--- config.mk ---
export PLATFORM = sky130hd
export DESIGN_NAME = ascii_decimal_line_parser_flat
export DESIGN_NICKNAME = d
export VERILOG_FILES = /design/src/rtl/asc_pkg.sv /design/src/rtl/asc_if.sv /design/src/rtl/asc_front.sv /design/src/rtl/asc_queue.sv /design/src/rtl/asc_back.sv /design/src/rtl/ascii_decimal_line_parser.sv /design/src/flat_wrapper.sv
export SDC_FILE = /design/constraint.sdc
export NUM_CORES = 1
export LEC_CHECK = 0
export ABC_CLOCK_PERIOD_IN_PS = 5250
export CORE_MARGIN = 2
export CORE_UTILIZATION = 30
export CTS_CLUSTER_DIAMETER = 30
export DETAILED_ROUTE_END_ITERATION = 6
export DONT_BUFFER_PORTS = 1
export PLACE_DENSITY = 0.42
export SYNTH_ARGS = -nofsm -noshare
export SYNTH_HDL_FRONTEND = slang
export SYNTH_SLANG_ARGS = --single-unit
--- constraint.sdc ---
create_clock -name clk -period 5.25 [get_ports clk]
set_input_delay 0 -clock clk [delete_from_list [all_inputs] [get_ports clk]]
set_output_delay 0 -clock clk [all_outputs]
set_load 0.1 [all_outputs]
--- src/rtl/asc_pkg.sv ---
// Shared types and constants of the ASCII decimal line parser.
package asc_pkg;

    // Character codes that the parser recognises.
    localparam logic [7:0] CH_NEWLINE = 8'd10;
    localparam logic [7:0] CH_NUL     = 8'd0;
    localparam logic [7:0] CH_MINUS   = 8'd45;
    localparam logic [7:0] CH_ZERO    = 8'd48;
    localparam logic [7:0] CH_NINE    = 8'd57;
    localparam logic [7:0] DOT_RESET  = 8'd46;

    // Field widths of a result.
    localparam int MANT_W   = 31;
    localparam int MAG_W    = 30;
    localparam int FRAC_W   = 4;
    localparam int STATUS_W = 2;

    // Saturation limits of the magnitude and of the fraction digit count.
    localparam logic [MAG_W-1:0]  MAG_MAX  = 30'd999999999;
    localparam logic [FRAC_W-1:0] FRAC_MAX = 4'd15;

    // Result status codes.
    localparam logic [STATUS_W-1:0] ST_OK   = 2'd0;
    localparam logic [STATUS_W-1:0] ST_NAN  = 2'd1;
    localparam logic [STATUS_W-1:0] ST_LONG = 2'd2;

    // Default line length limit.
    localparam int LINE_LIMIT_DEF = 10;

    // Depth of the queue between the classifier and the accumulator.
    localparam int Q_DEPTH = 2;

    // Configuration port.
    localparam int APB_AW = 3;
    localparam int APB_DW = 32;
    localparam logic [0:0] REG_DOT_CHAR = 1'b0;

    // One classified character as it travels from the front to the back.
    typedef struct packed {
        logic       newline;
        logic       nul;
        logic       minus;
        logic       sep;
        logic       digit;
        logic [3:0] dval;
    } char_class_t;

    // Head of the queue as seen by the back end.
    typedef struct packed {
        logic        valid;
        char_class_t item;
    } q_head_t;

endpackage

--- src/rtl/asc_if.sv ---
// Valid/ready stream interfaces for characters and for parse results.
interface asc_char_if;
    logic       valid;
    logic       ready;
    logic [7:0] char_code;

    modport source (output valid, output char_code, input ready);
    modport sink (input valid, input char_code, output ready);
endinterface

interface asc_result_if;
    logic               valid;
    logic               ready;
    logic signed [30:0] mantissa;
    logic [3:0]         frac_digits;
    logic [1:0]         status;

    modport source (output valid, output mantissa, output frac_digits, output status,
                    input ready);
    modport sink (input valid, input mantissa, input frac_digits, input status,
                  output ready);
endinterface

--- src/rtl/asc_front.sv ---
// Front end: accepts characters and classifies them against the fixed codes and the separator code.
module asc_front (
    asc_char_if.sink            chars,
    input  logic [7:0]          dot_char,
    input  logic                q_full,
    output logic                push,
    output asc_pkg::char_class_t item
);
    import asc_pkg::*;

    // A character is taken whenever the queue has room.
    assign chars.ready = !q_full;
    assign push        = chars.valid && !q_full;

    // Classification; the back end applies the priority between the flags.
    always_comb
    begin
        item.newline = (chars.char_code == CH_NEWLINE);
        item.nul     = (chars.char_code == CH_NUL);
        item.minus   = (chars.char_code == CH_MINUS);
        item.sep     = (chars.char_code == dot_char);
        item.digit   = (chars.char_code >= CH_ZERO) && (chars.char_code <= CH_NINE);
        item.dval    = chars.char_code[3:0];
    end

endmodule

--- src/rtl/asc_queue.sv ---
// Short queue of classified characters between the front and the back end.
module asc_queue (
    input  logic                 clk,
    input  logic                 rst_n,
    input  logic                 push,
    input  asc_pkg::char_class_t push_item,
    input  logic                 pop,
    output logic                 full,
    output asc_pkg::q_head_t     head
);
    import asc_pkg::*;

    localparam int PTR_W = (Q_DEPTH > 1) ? $clog2(Q_DEPTH) : 1;
    localparam int CNT_W = $clog2(Q_DEPTH + 1);

    char_class_t      mem [Q_DEPTH];
    logic [PTR_W-1:0] wr_ptr_reg, wr_ptr_next;
    logic [PTR_W-1:0] rd_ptr_reg, rd_ptr_next;
    logic [CNT_W-1:0] count_reg, count_next;
    logic             do_push, do_pop;

    assign full    = (count_reg == CNT_W'(Q_DEPTH));
    assign do_push = push && !full;
    assign do_pop  = pop && (count_reg != '0);

    assign head.valid = (count_reg != '0);
    assign head.item  = mem[rd_ptr_reg];

    // Pointer and fill count update.
    always_comb
    begin
        wr_ptr_next = wr_ptr_reg;
        rd_ptr_next = rd_ptr_reg;
        count_next  = count_reg;
        if (do_push)
        begin
            wr_ptr_next = (wr_ptr_reg == PTR_W'(Q_DEPTH - 1)) ? '0 : wr_ptr_reg + 1'b1;
        end
        if (do_pop)
        begin
            rd_ptr_next = (rd_ptr_reg == PTR_W'(Q_DEPTH - 1)) ? '0 : rd_ptr_reg + 1'b1;
        end
        if (do_push && !do_pop)
        begin
            count_next = count_reg + 1'b1;
        end
        else if (!do_push && do_pop)
        begin
            count_next = count_reg - 1'b1;
        end
    end

    always_ff @(posedge clk or negedge rst_n)
    begin
        if (!rst_n)
        begin
            wr_ptr_reg <= '0;
            rd_ptr_reg <= '0;
            count_reg  <= '0;
        end
        else
        begin
            wr_ptr_reg <= wr_ptr_next;
            rd_ptr_reg <= rd_ptr_next;
            count_reg  <= count_next;
        end
    end

    // Storage is payload only.
    always_ff @(posedge clk)
    begin
        if (do_push)
        begin
            mem[wr_ptr_reg] <= push_item;
        end
    end

endmodule

--- src/rtl/asc_back.sv ---
// Back end: accumulates the line state and registers one result per newline.
module asc_back #(
    parameter int LINE_LIMIT = asc_pkg::LINE_LIMIT_DEF
) (
    input  logic             clk,
    input  logic             rst_n,
    input  asc_pkg::q_head_t head,
    output logic             pop,
    asc_result_if.source     results
);
    import asc_pkg::*;

    localparam int CNT_W = $clog2(LINE_LIMIT);

    // Line state.
    logic [MAG_W-1:0]  accum_reg, accum_next;
    logic [FRAC_W-1:0] frac_reg, frac_next;
    logic [CNT_W-1:0]  count_reg, count_next;
    logic              seen_sep_reg, seen_sep_next;
    logic              neg_reg, neg_next;
    logic              bad_reg, bad_next;
    logic              ended_reg, ended_next;
    logic              long_reg, long_next;

    // Output register.
    logic                       out_valid_reg, out_valid_next;
    logic signed [MANT_W-1:0]   out_mant_reg, out_mant_next;
    logic [FRAC_W-1:0]          out_frac_reg, out_frac_next;
    logic [STATUS_W-1:0]        out_status_reg, out_status_next;

    logic [MAG_W+3:0] scaled;
    logic [MAG_W-1:0] accum_sat;
    logic             bad_final;
    char_class_t      it;

    assign it  = head.item;
    assign pop = head.valid && (!out_valid_reg || results.ready);

    // Multiply by ten as two shifts and add the new digit, saturating.
    assign scaled    = {accum_reg, 3'b000} + {2'b00, accum_reg, 1'b0} + (MAG_W + 4)'(it.dval);
    assign accum_sat = (scaled > (MAG_W + 4)'(MAG_MAX)) ? MAG_MAX : scaled[MAG_W-1:0];

    // A lone minus before the end of the text makes the line bad.
    assign bad_final = bad_reg || (!long_reg && !ended_reg && neg_reg && count_reg == CNT_W'(1));

    always_comb
    begin
        accum_next      = accum_reg;
        frac_next       = frac_reg;
        count_next      = count_reg;
        seen_sep_next   = seen_sep_reg;
        neg_next        = neg_reg;
        bad_next        = bad_reg;
        ended_next      = ended_reg;
        long_next       = long_reg;
        out_valid_next  = out_valid_reg && !results.ready;
        out_mant_next   = out_mant_reg;
        out_frac_next   = out_frac_reg;
        out_status_next = out_status_reg;

        if (pop)
        begin
            if (it.newline)
            begin
                // Emit the result and clear the line.
                out_valid_next = 1'b1;
                out_mant_next  = '0;
                out_frac_next  = '0;
                if (long_reg)
                begin
                    out_status_next = ST_LONG;
                end
                else if (bad_final)
                begin
                    out_status_next = ST_NAN;
                end
                else
                begin
                    out_status_next = ST_OK;
                    out_frac_next   = frac_reg;
                    out_mant_next   = neg_reg ? MANT_W'(-{1'b0, accum_reg})
                                              : MANT_W'({1'b0, accum_reg});
                end
                accum_next    = '0;
                frac_next     = '0;
                count_next    = '0;
                seen_sep_next = 1'b0;
                neg_next      = 1'b0;
                bad_next      = 1'b0;
                ended_next    = 1'b0;
                long_next     = 1'b0;
            end
            else if (!long_reg)
            begin
                if (count_reg >= CNT_W'(LINE_LIMIT - 1))
                begin
                    long_next = 1'b1;
                end
                else
                begin
                    count_next = count_reg + 1'b1;
                    if (!ended_reg)
                    begin
                        if (it.nul)
                        begin
                            ended_next = 1'b1;
                            if (neg_reg && count_reg == CNT_W'(1))
                            begin
                                bad_next = 1'b1;
                            end
                        end
                        else if (count_reg == '0 && it.minus)
                        begin
                            neg_next = 1'b1;
                        end
                        else if (it.sep)
                        begin
                            if (seen_sep_reg)
                            begin
                                bad_next = 1'b1;
                            end
                            seen_sep_next = 1'b1;
                        end
                        else if (it.digit)
                        begin
                            accum_next = accum_sat;
                            if (seen_sep_reg && frac_reg < FRAC_MAX)
                            begin
                                frac_next = frac_reg + 1'b1;
                            end
                        end
                        else
                        begin
                            bad_next = 1'b1;
                        end
                    end
                end
            end
        end
    end

    always_ff @(posedge clk or negedge rst_n)
    begin
        if (!rst_n)
        begin
            accum_reg     <= '0;
            frac_reg      <= '0;
            count_reg     <= '0;
            seen_sep_reg  <= 1'b0;
            neg_reg       <= 1'b0;
            bad_reg       <= 1'b0;
            ended_reg     <= 1'b0;
            long_reg      <= 1'b0;
            out_valid_reg <= 1'b0;
        end
        else
        begin
            accum_reg     <= accum_next;
            frac_reg      <= frac_next;
            count_reg     <= count_next;
            seen_sep_reg  <= seen_sep_next;
            neg_reg       <= neg_next;
            bad_reg       <= bad_next;
            ended_reg     <= ended_next;
            long_reg      <= long_next;
            out_valid_reg <= out_valid_next;
        end
    end

    // Result payload.
    always_ff @(posedge clk)
    begin
        out_mant_reg   <= out_mant_next;
        out_frac_reg   <= out_frac_next;
        out_status_reg <= out_status_next;
    end

    assign results.valid       = out_valid_reg;
    assign results.mantissa    = out_mant_reg;
    assign results.frac_digits = out_frac_reg;
    assign results.status      = out_status_reg;

endmodule

--- src/rtl/ascii_decimal_line_parser.sv ---
// Top level of the ASCII decimal line parser.
//
// Characters arrive on the chars stream, one per transfer, and one result
// leaves on the results stream for every newline: a signed mantissa, the
// number of fraction digits and a status (ok, not a number, line too long).
// The separator code is an APB register at byte address 0, reset to '.';
// it must be written by the user only while no line is in flight; the block itself does not enforce this.
//
// A character is classified as it is taken, waits in a two-entry queue and
// is folded into the line state by the accumulator when the output register
// is empty or its result is being taken; the result of a newline is loaded
// into the output register as that newline is folded in.
// Throughput is one character per cycle while the receiver does not stall,
// set by the combinational multiply-by-ten-and-add in the accumulator.
//
// Reset clears the line state, empties the queue and drops any pending
// result. When the receiver stalls, the result waits in the output
// register, the queue fills and chars.ready falls once it is full.
module ascii_decimal_line_parser #(
    parameter int LINE_LIMIT = asc_pkg::LINE_LIMIT_DEF
) (
    input  logic                       clk,
    input  logic                       rst_n,
    input  logic                       psel,
    input  logic                       penable,
    input  logic                       pwrite,
    input  logic [asc_pkg::APB_AW-1:0] paddr,
    input  logic [asc_pkg::APB_DW-1:0] pwdata,
    output logic [asc_pkg::APB_DW-1:0] prdata,
    output logic                       pready,
    asc_char_if.sink                   chars,
    asc_result_if.source               results
);
    import asc_pkg::*;

    logic [7:0]  dot_char_reg, dot_char_next;
    logic        cfg_wr;
    logic        push;
    logic        q_full;
    logic        pop;
    char_class_t push_item;
    q_head_t     head;

    // Configuration register.
    assign pready = 1'b1;
    assign cfg_wr = psel && penable && pwrite && pready && (paddr[2] == REG_DOT_CHAR);
    assign dot_char_next = cfg_wr ? pwdata[7:0] : dot_char_reg;
    assign prdata = (paddr[2] == REG_DOT_CHAR) ? APB_DW'(dot_char_reg) : '0;

    always_ff @(posedge clk or negedge rst_n)
    begin
        if (!rst_n)
        begin
            dot_char_reg <= DOT_RESET;
        end
        else
        begin
            dot_char_reg <= dot_char_next;
        end
    end

    asc_front u_front (
        .chars    (chars),
        .dot_char (dot_char_reg),
        .q_full   (q_full),
        .push     (push),
        .item     (push_item)
    );

    asc_queue u_queue (
        .clk       (clk),
        .rst_n     (rst_n),
        .push      (push),
        .push_item (push_item),
        .pop       (pop),
        .full      (q_full),
        .head      (head)
    );

    asc_back #(
        .LINE_LIMIT (LINE_LIMIT)
    ) u_back (
        .clk     (clk),
        .rst_n   (rst_n),
        .head    (head),
        .pop     (pop),
        .results (results)
    );

`ifndef SYNTHESIS
    // The status is always one of the three defined codes.
    a_status_code: assert property (@(posedge clk) disable iff (!rst_n)
        results.valid |-> (results.status == ST_OK || results.status == ST_NAN ||
                           results.status == ST_LONG))
        else $error("result status code undefined");

    // A failed line carries a zero mantissa and no fraction digits.
    a_fail_zero: assert property (@(posedge clk) disable iff (!rst_n)
        (results.valid && results.status != ST_OK) |->
            (results.mantissa == '0 && results.frac_digits == '0))
        else $error("failed result carries a value");

    // A good mantissa never exceeds the saturated magnitude.
    a_mag_range: assert property (@(posedge clk) disable iff (!rst_n)
        (results.valid && results.status == ST_OK) |->
            (results.mantissa <= 31'sd999999999 && results.mantissa >= -31'sd999999999))
        else $error("mantissa out of range");

    // The queue is never popped while it is empty.
    a_pop_nonempty: assert property (@(posedge clk) disable iff (!rst_n)
        pop |-> head.valid)
        else $error("queue popped while empty");
`endif

endmodule

--- src/flat_wrapper.sv ---
// flat-port wrapper written by rule: the top's interface ports become plain ports
module ascii_decimal_line_parser_flat import asc_pkg::*;
#(
    parameter int LINE_LIMIT = asc_pkg::LINE_LIMIT_DEF
)
  (clk, rst_n, psel, penable, pwrite, paddr, pwdata, prdata, pready, chars_valid, chars_char_code, chars_ready, results_valid, results_mantissa, results_frac_digits, results_status, results_ready);
  asc_char_if chars_i ();
  asc_result_if results_i ();
  input  logic clk;
  input  logic rst_n;
  input  logic psel;
  input  logic penable;
  input  logic pwrite;
  input  logic [asc_pkg::APB_AW-1:0] paddr;
  input  logic [asc_pkg::APB_DW-1:0] pwdata;
  output logic [asc_pkg::APB_DW-1:0] prdata;
  output logic pready;
  input wire logic [$bits(chars_i.valid)-1:0] chars_valid;
  input wire logic [$bits(chars_i.char_code)-1:0] chars_char_code;
  output wire logic [$bits(chars_i.ready)-1:0] chars_ready;
  output wire logic [$bits(results_i.valid)-1:0] results_valid;
  output wire logic [$bits(results_i.mantissa)-1:0] results_mantissa;
  output wire logic [$bits(results_i.frac_digits)-1:0] results_frac_digits;
  output wire logic [$bits(results_i.status)-1:0] results_status;
  input wire logic [$bits(results_i.ready)-1:0] results_ready;
  assign chars_i.valid = chars_valid;
  assign chars_i.char_code = chars_char_code;
  assign chars_ready = chars_i.ready;
  assign results_valid = results_i.valid;
  assign results_mantissa = results_i.mantissa;
  assign results_frac_digits = results_i.frac_digits;
  assign results_status = results_i.status;
  assign results_i.ready = results_ready;
  ascii_decimal_line_parser #(.LINE_LIMIT(LINE_LIMIT)) u_core (.clk(clk), .rst_n(rst_n), .psel(psel), .penable(penable), .pwrite(pwrite), .paddr(paddr), .pwdata(pwdata), .prdata(prdata), .pready(pready), .chars(chars_i), .results(results_i));
endmodule
==> metrics.txt <==
Crit Path Class=reg -> reg; outcome=finished clean; CTS tree=done; setup bufs post-CTS=0; unrepaired setup endpoints after global routing=no; setup TNS=0 ns; Hold/Removal Path Class=in -> reg; drt initial violations=300; met2 wire length=6703 um; Final #Nets=875; fillers=2,470; detailed placement HPWL=12,700 um; Static Leak=3.729 nW; crit-path max FO=25; Seq cells post-synth=between 100 and 150; Max Freq=217.8 MHz; # Max-Cap Violations=0; cell accounting for the most synthesized area=edfxtp_1; Critical Path Source Type=flip-flop; Post-synth top cells=79 x nor2_1, 65 x ha_1, 64 x nand2_1; htree depth=3; maximum buffer depth of the clock tree=2; clock transition at the registers of the reported paths=0.07 ns; hold buffer count at CTS=22; post-synthesis cell count=744; largest net degree at the start of global routing=between 50 and 60; Die ar.=26,210 um^2; Initial Utilization=between 30% and 40%; drt total wl=16,650 um; antenna cells=0; Synth area leaders=edfxtp_1 22%, dfrtp_1 17%, ha_1 11%; Clk Latency, worst-skew pair=between 0.3 and 0.4 ns; Syn. warnings=0; GRT Resource Usage Total=12.82%; ys flop type=edfxtp_1; router iterations before antenna repair=5; Setup crit end kind=flip-flop; DR vias=approximately 5,400; number of synthesized flops with an enable pin=between 50 and 60; Largest register FFs=31; drt via density=~5.0; Netlist cell types=between 70 and 80; Max Slew Vio Count=0; I/O pin cnt=122; Final min period=4.591 ns; Final period util=87.44%; Setup-failing EPs final=0; CTS Sinks=approximately 110; wire per inst=15.32 um; Final Core Density=33.99%; Layout Area Growth over Synthesis=10.84%; Die Wd=161.9 um; sequential fraction of the synthesis area=40.88%; WL met3=452 um; M1 WL=9245 um; Rows=57; number of gates resized after cts=0; power density cells=518.3 nW/um^2; Hold Fails Final Rpt=0; synthesized cell area=7480 um^2; Worst EP required=5.48 ns; syn_area_per_cell=10.05 um^2; detailed-route DRC error count=0; fraction of registers with async set/reset=50.45%; first-pass GRT wire length=27,500 um; Final ANT Viol Nets=0; vias in the first global route=5,272; gpl congestion=0.8271; Slew @ Worst Pin=1.229 ns; post-synth top area share=22.08%; VDD IR max=between 0.0002 and 0.0003 V; Arrival @ worst endpoint=4.82 ns; layout cell share with drive strength beyond 1=8.519%; die height=161.9 um; Num CTS Buffers=9; clock root cell=clkbuf_16; count leader, synth=nor2_1; grt total ovfl=0; antenna violations before repair=0; port bufs=0; Max Used Layer=met4; Max transition margin=18.04%; Core Area=24,390 um^2; Final Skew=0.01478 ns
==> cell usage in the layout (no fill, tap or decap), drive strengths merged, types with 10 or more instances in the layout <==
cell and count:
o31ai 15, o21ai 43, inv 22, nor2 79
dlygate4sd3 21, a21o 26, edfxtp 55, ha 65
nand2b 11, conb 25, clkbuf 10, dfrtp 52
nand2 64, a21oi 35, xor2 37, nor2b 10
a22o 10, xnor2 27, mux2 14
==> critical path: stages (launching register included) <==
cell	delay [ns]
dfrtp_1	0.40
mux2_2	0.36
fa_1	0.50
inv_1	0.06
fa_1	0.44
nand2b_1	0.20
a21o_1	0.18
a21oi_1	0.25
o31ai_1	0.14
xnor2_1	0.17
or4b_1	0.56
a311o_1	0.34
a21oi_1	0.18
o21bai_1	0.09
buf_4	0.22
a221o_1	0.37
==> where the power goes <==
group	total (mW)	switching [mW]	internal, mW
clock network	0.686	0.325	0.361
logic	1.42	0.899	0.519
registers	2.19	0.984	1.21
total	4.30	2.21	2.09
==> area by class of cell <==
type / count / area, um^2 / share of cell area [%]
timing repair buffer: 28 / 282.8 / 3.411
clock inverter: 6 / 57.56 / 0.6942
multi-input combinational: 589 / 4165 / 50.24
clock buffer: 10 / 250.2 / 3.018
tap: 324 / 405.4 / 4.890
sequential: 111 / 3058 / 36.88
inverter: 19 / 71.32 / 0.8602
==> per-stage QoR <==
stage | cells | setup WS [ns] | instance area [um^2] | total power [mW] | hold slack, ns
after global routing | 1087 | 0.3372 | 8290 | 4.562 | 0.01281
after detailed placement | 1049 | 0.6947 | 7745 | 3.622 | -0.2942
final | 1087 | 0.6592 | 8290 | 4.297 | 0.02219
after floorplan | 767 | 0.5984 | 7566 | 3.350 | -0.2956
after CTS | 1087 | 0.6445 | 8290 | 4.353 | 0.004327
after global placement | 1049 | 0.6878 | 7745 | 3.603 | -0.2940
==> routing by layer <==
| layer | vias up | global-route usage [%] |
|---|---|---|
| met1 | 2551 | 20.28 |
| met5 | - | 0 |
| li1 | 2707 | - |
| met4 | 0 | 3.781 |
| met3 | 18 | 1.711 |
| met2 | 115 | 17.93 |
==> cell families after synthesis <==
family	count (synthesis)	synth area share, %
flip-flops	111	40.88
XOR/XNOR	64	7.494
adder cells (fa/ha/maj)	67	11.41
other	2	0.1004
AO/OA/AOI/OAI	186	17.13
multiplexers	19	2.777
buffers and inverters	67	4.985
AND/OR/NAND/NOR	228	15.22
==> worst paths after layout <==
| check | end | startpoint | cells after the start | slack, ns |
|---|---|---|---|---|
| hold / removal | u_core.u_queue.mem[0][5]$_DFFE_PP_ | chars_char_code[3] | 3 | 0.02 |
| setup / recovery | u_core.u_back.accum_reg[4]$_DFFE_PN0P_ | u_core.u_queue.rd_ptr_reg$_DFFE_PN0P_ | 15 | 0.66 |
| min in group asynchronous | u_core.u_back.count_reg[2]$_DFFE_PN0P_ | rst_n | 2 | 0.15 |
| setup reg to reg | u_core.u_back.accum_reg[4]$_DFFE_PN0P_ | u_core.u_queue.rd_ptr_reg$_DFFE_PN0P_ | 15 | 0.66 |
| max in group asynchronous | u_core.dot_char_reg[3]$_DFFE_PN1P_ | rst_n | 2 | 4.79 |
| hold reg to reg | u_core.u_queue.wr_ptr_reg$_DFFE_PN0P_ | u_core.u_queue.wr_ptr_reg$_DFFE_PN0P_ | 1 | 0.50 |
Note: power is estimated with default switching activity, not from simulation.
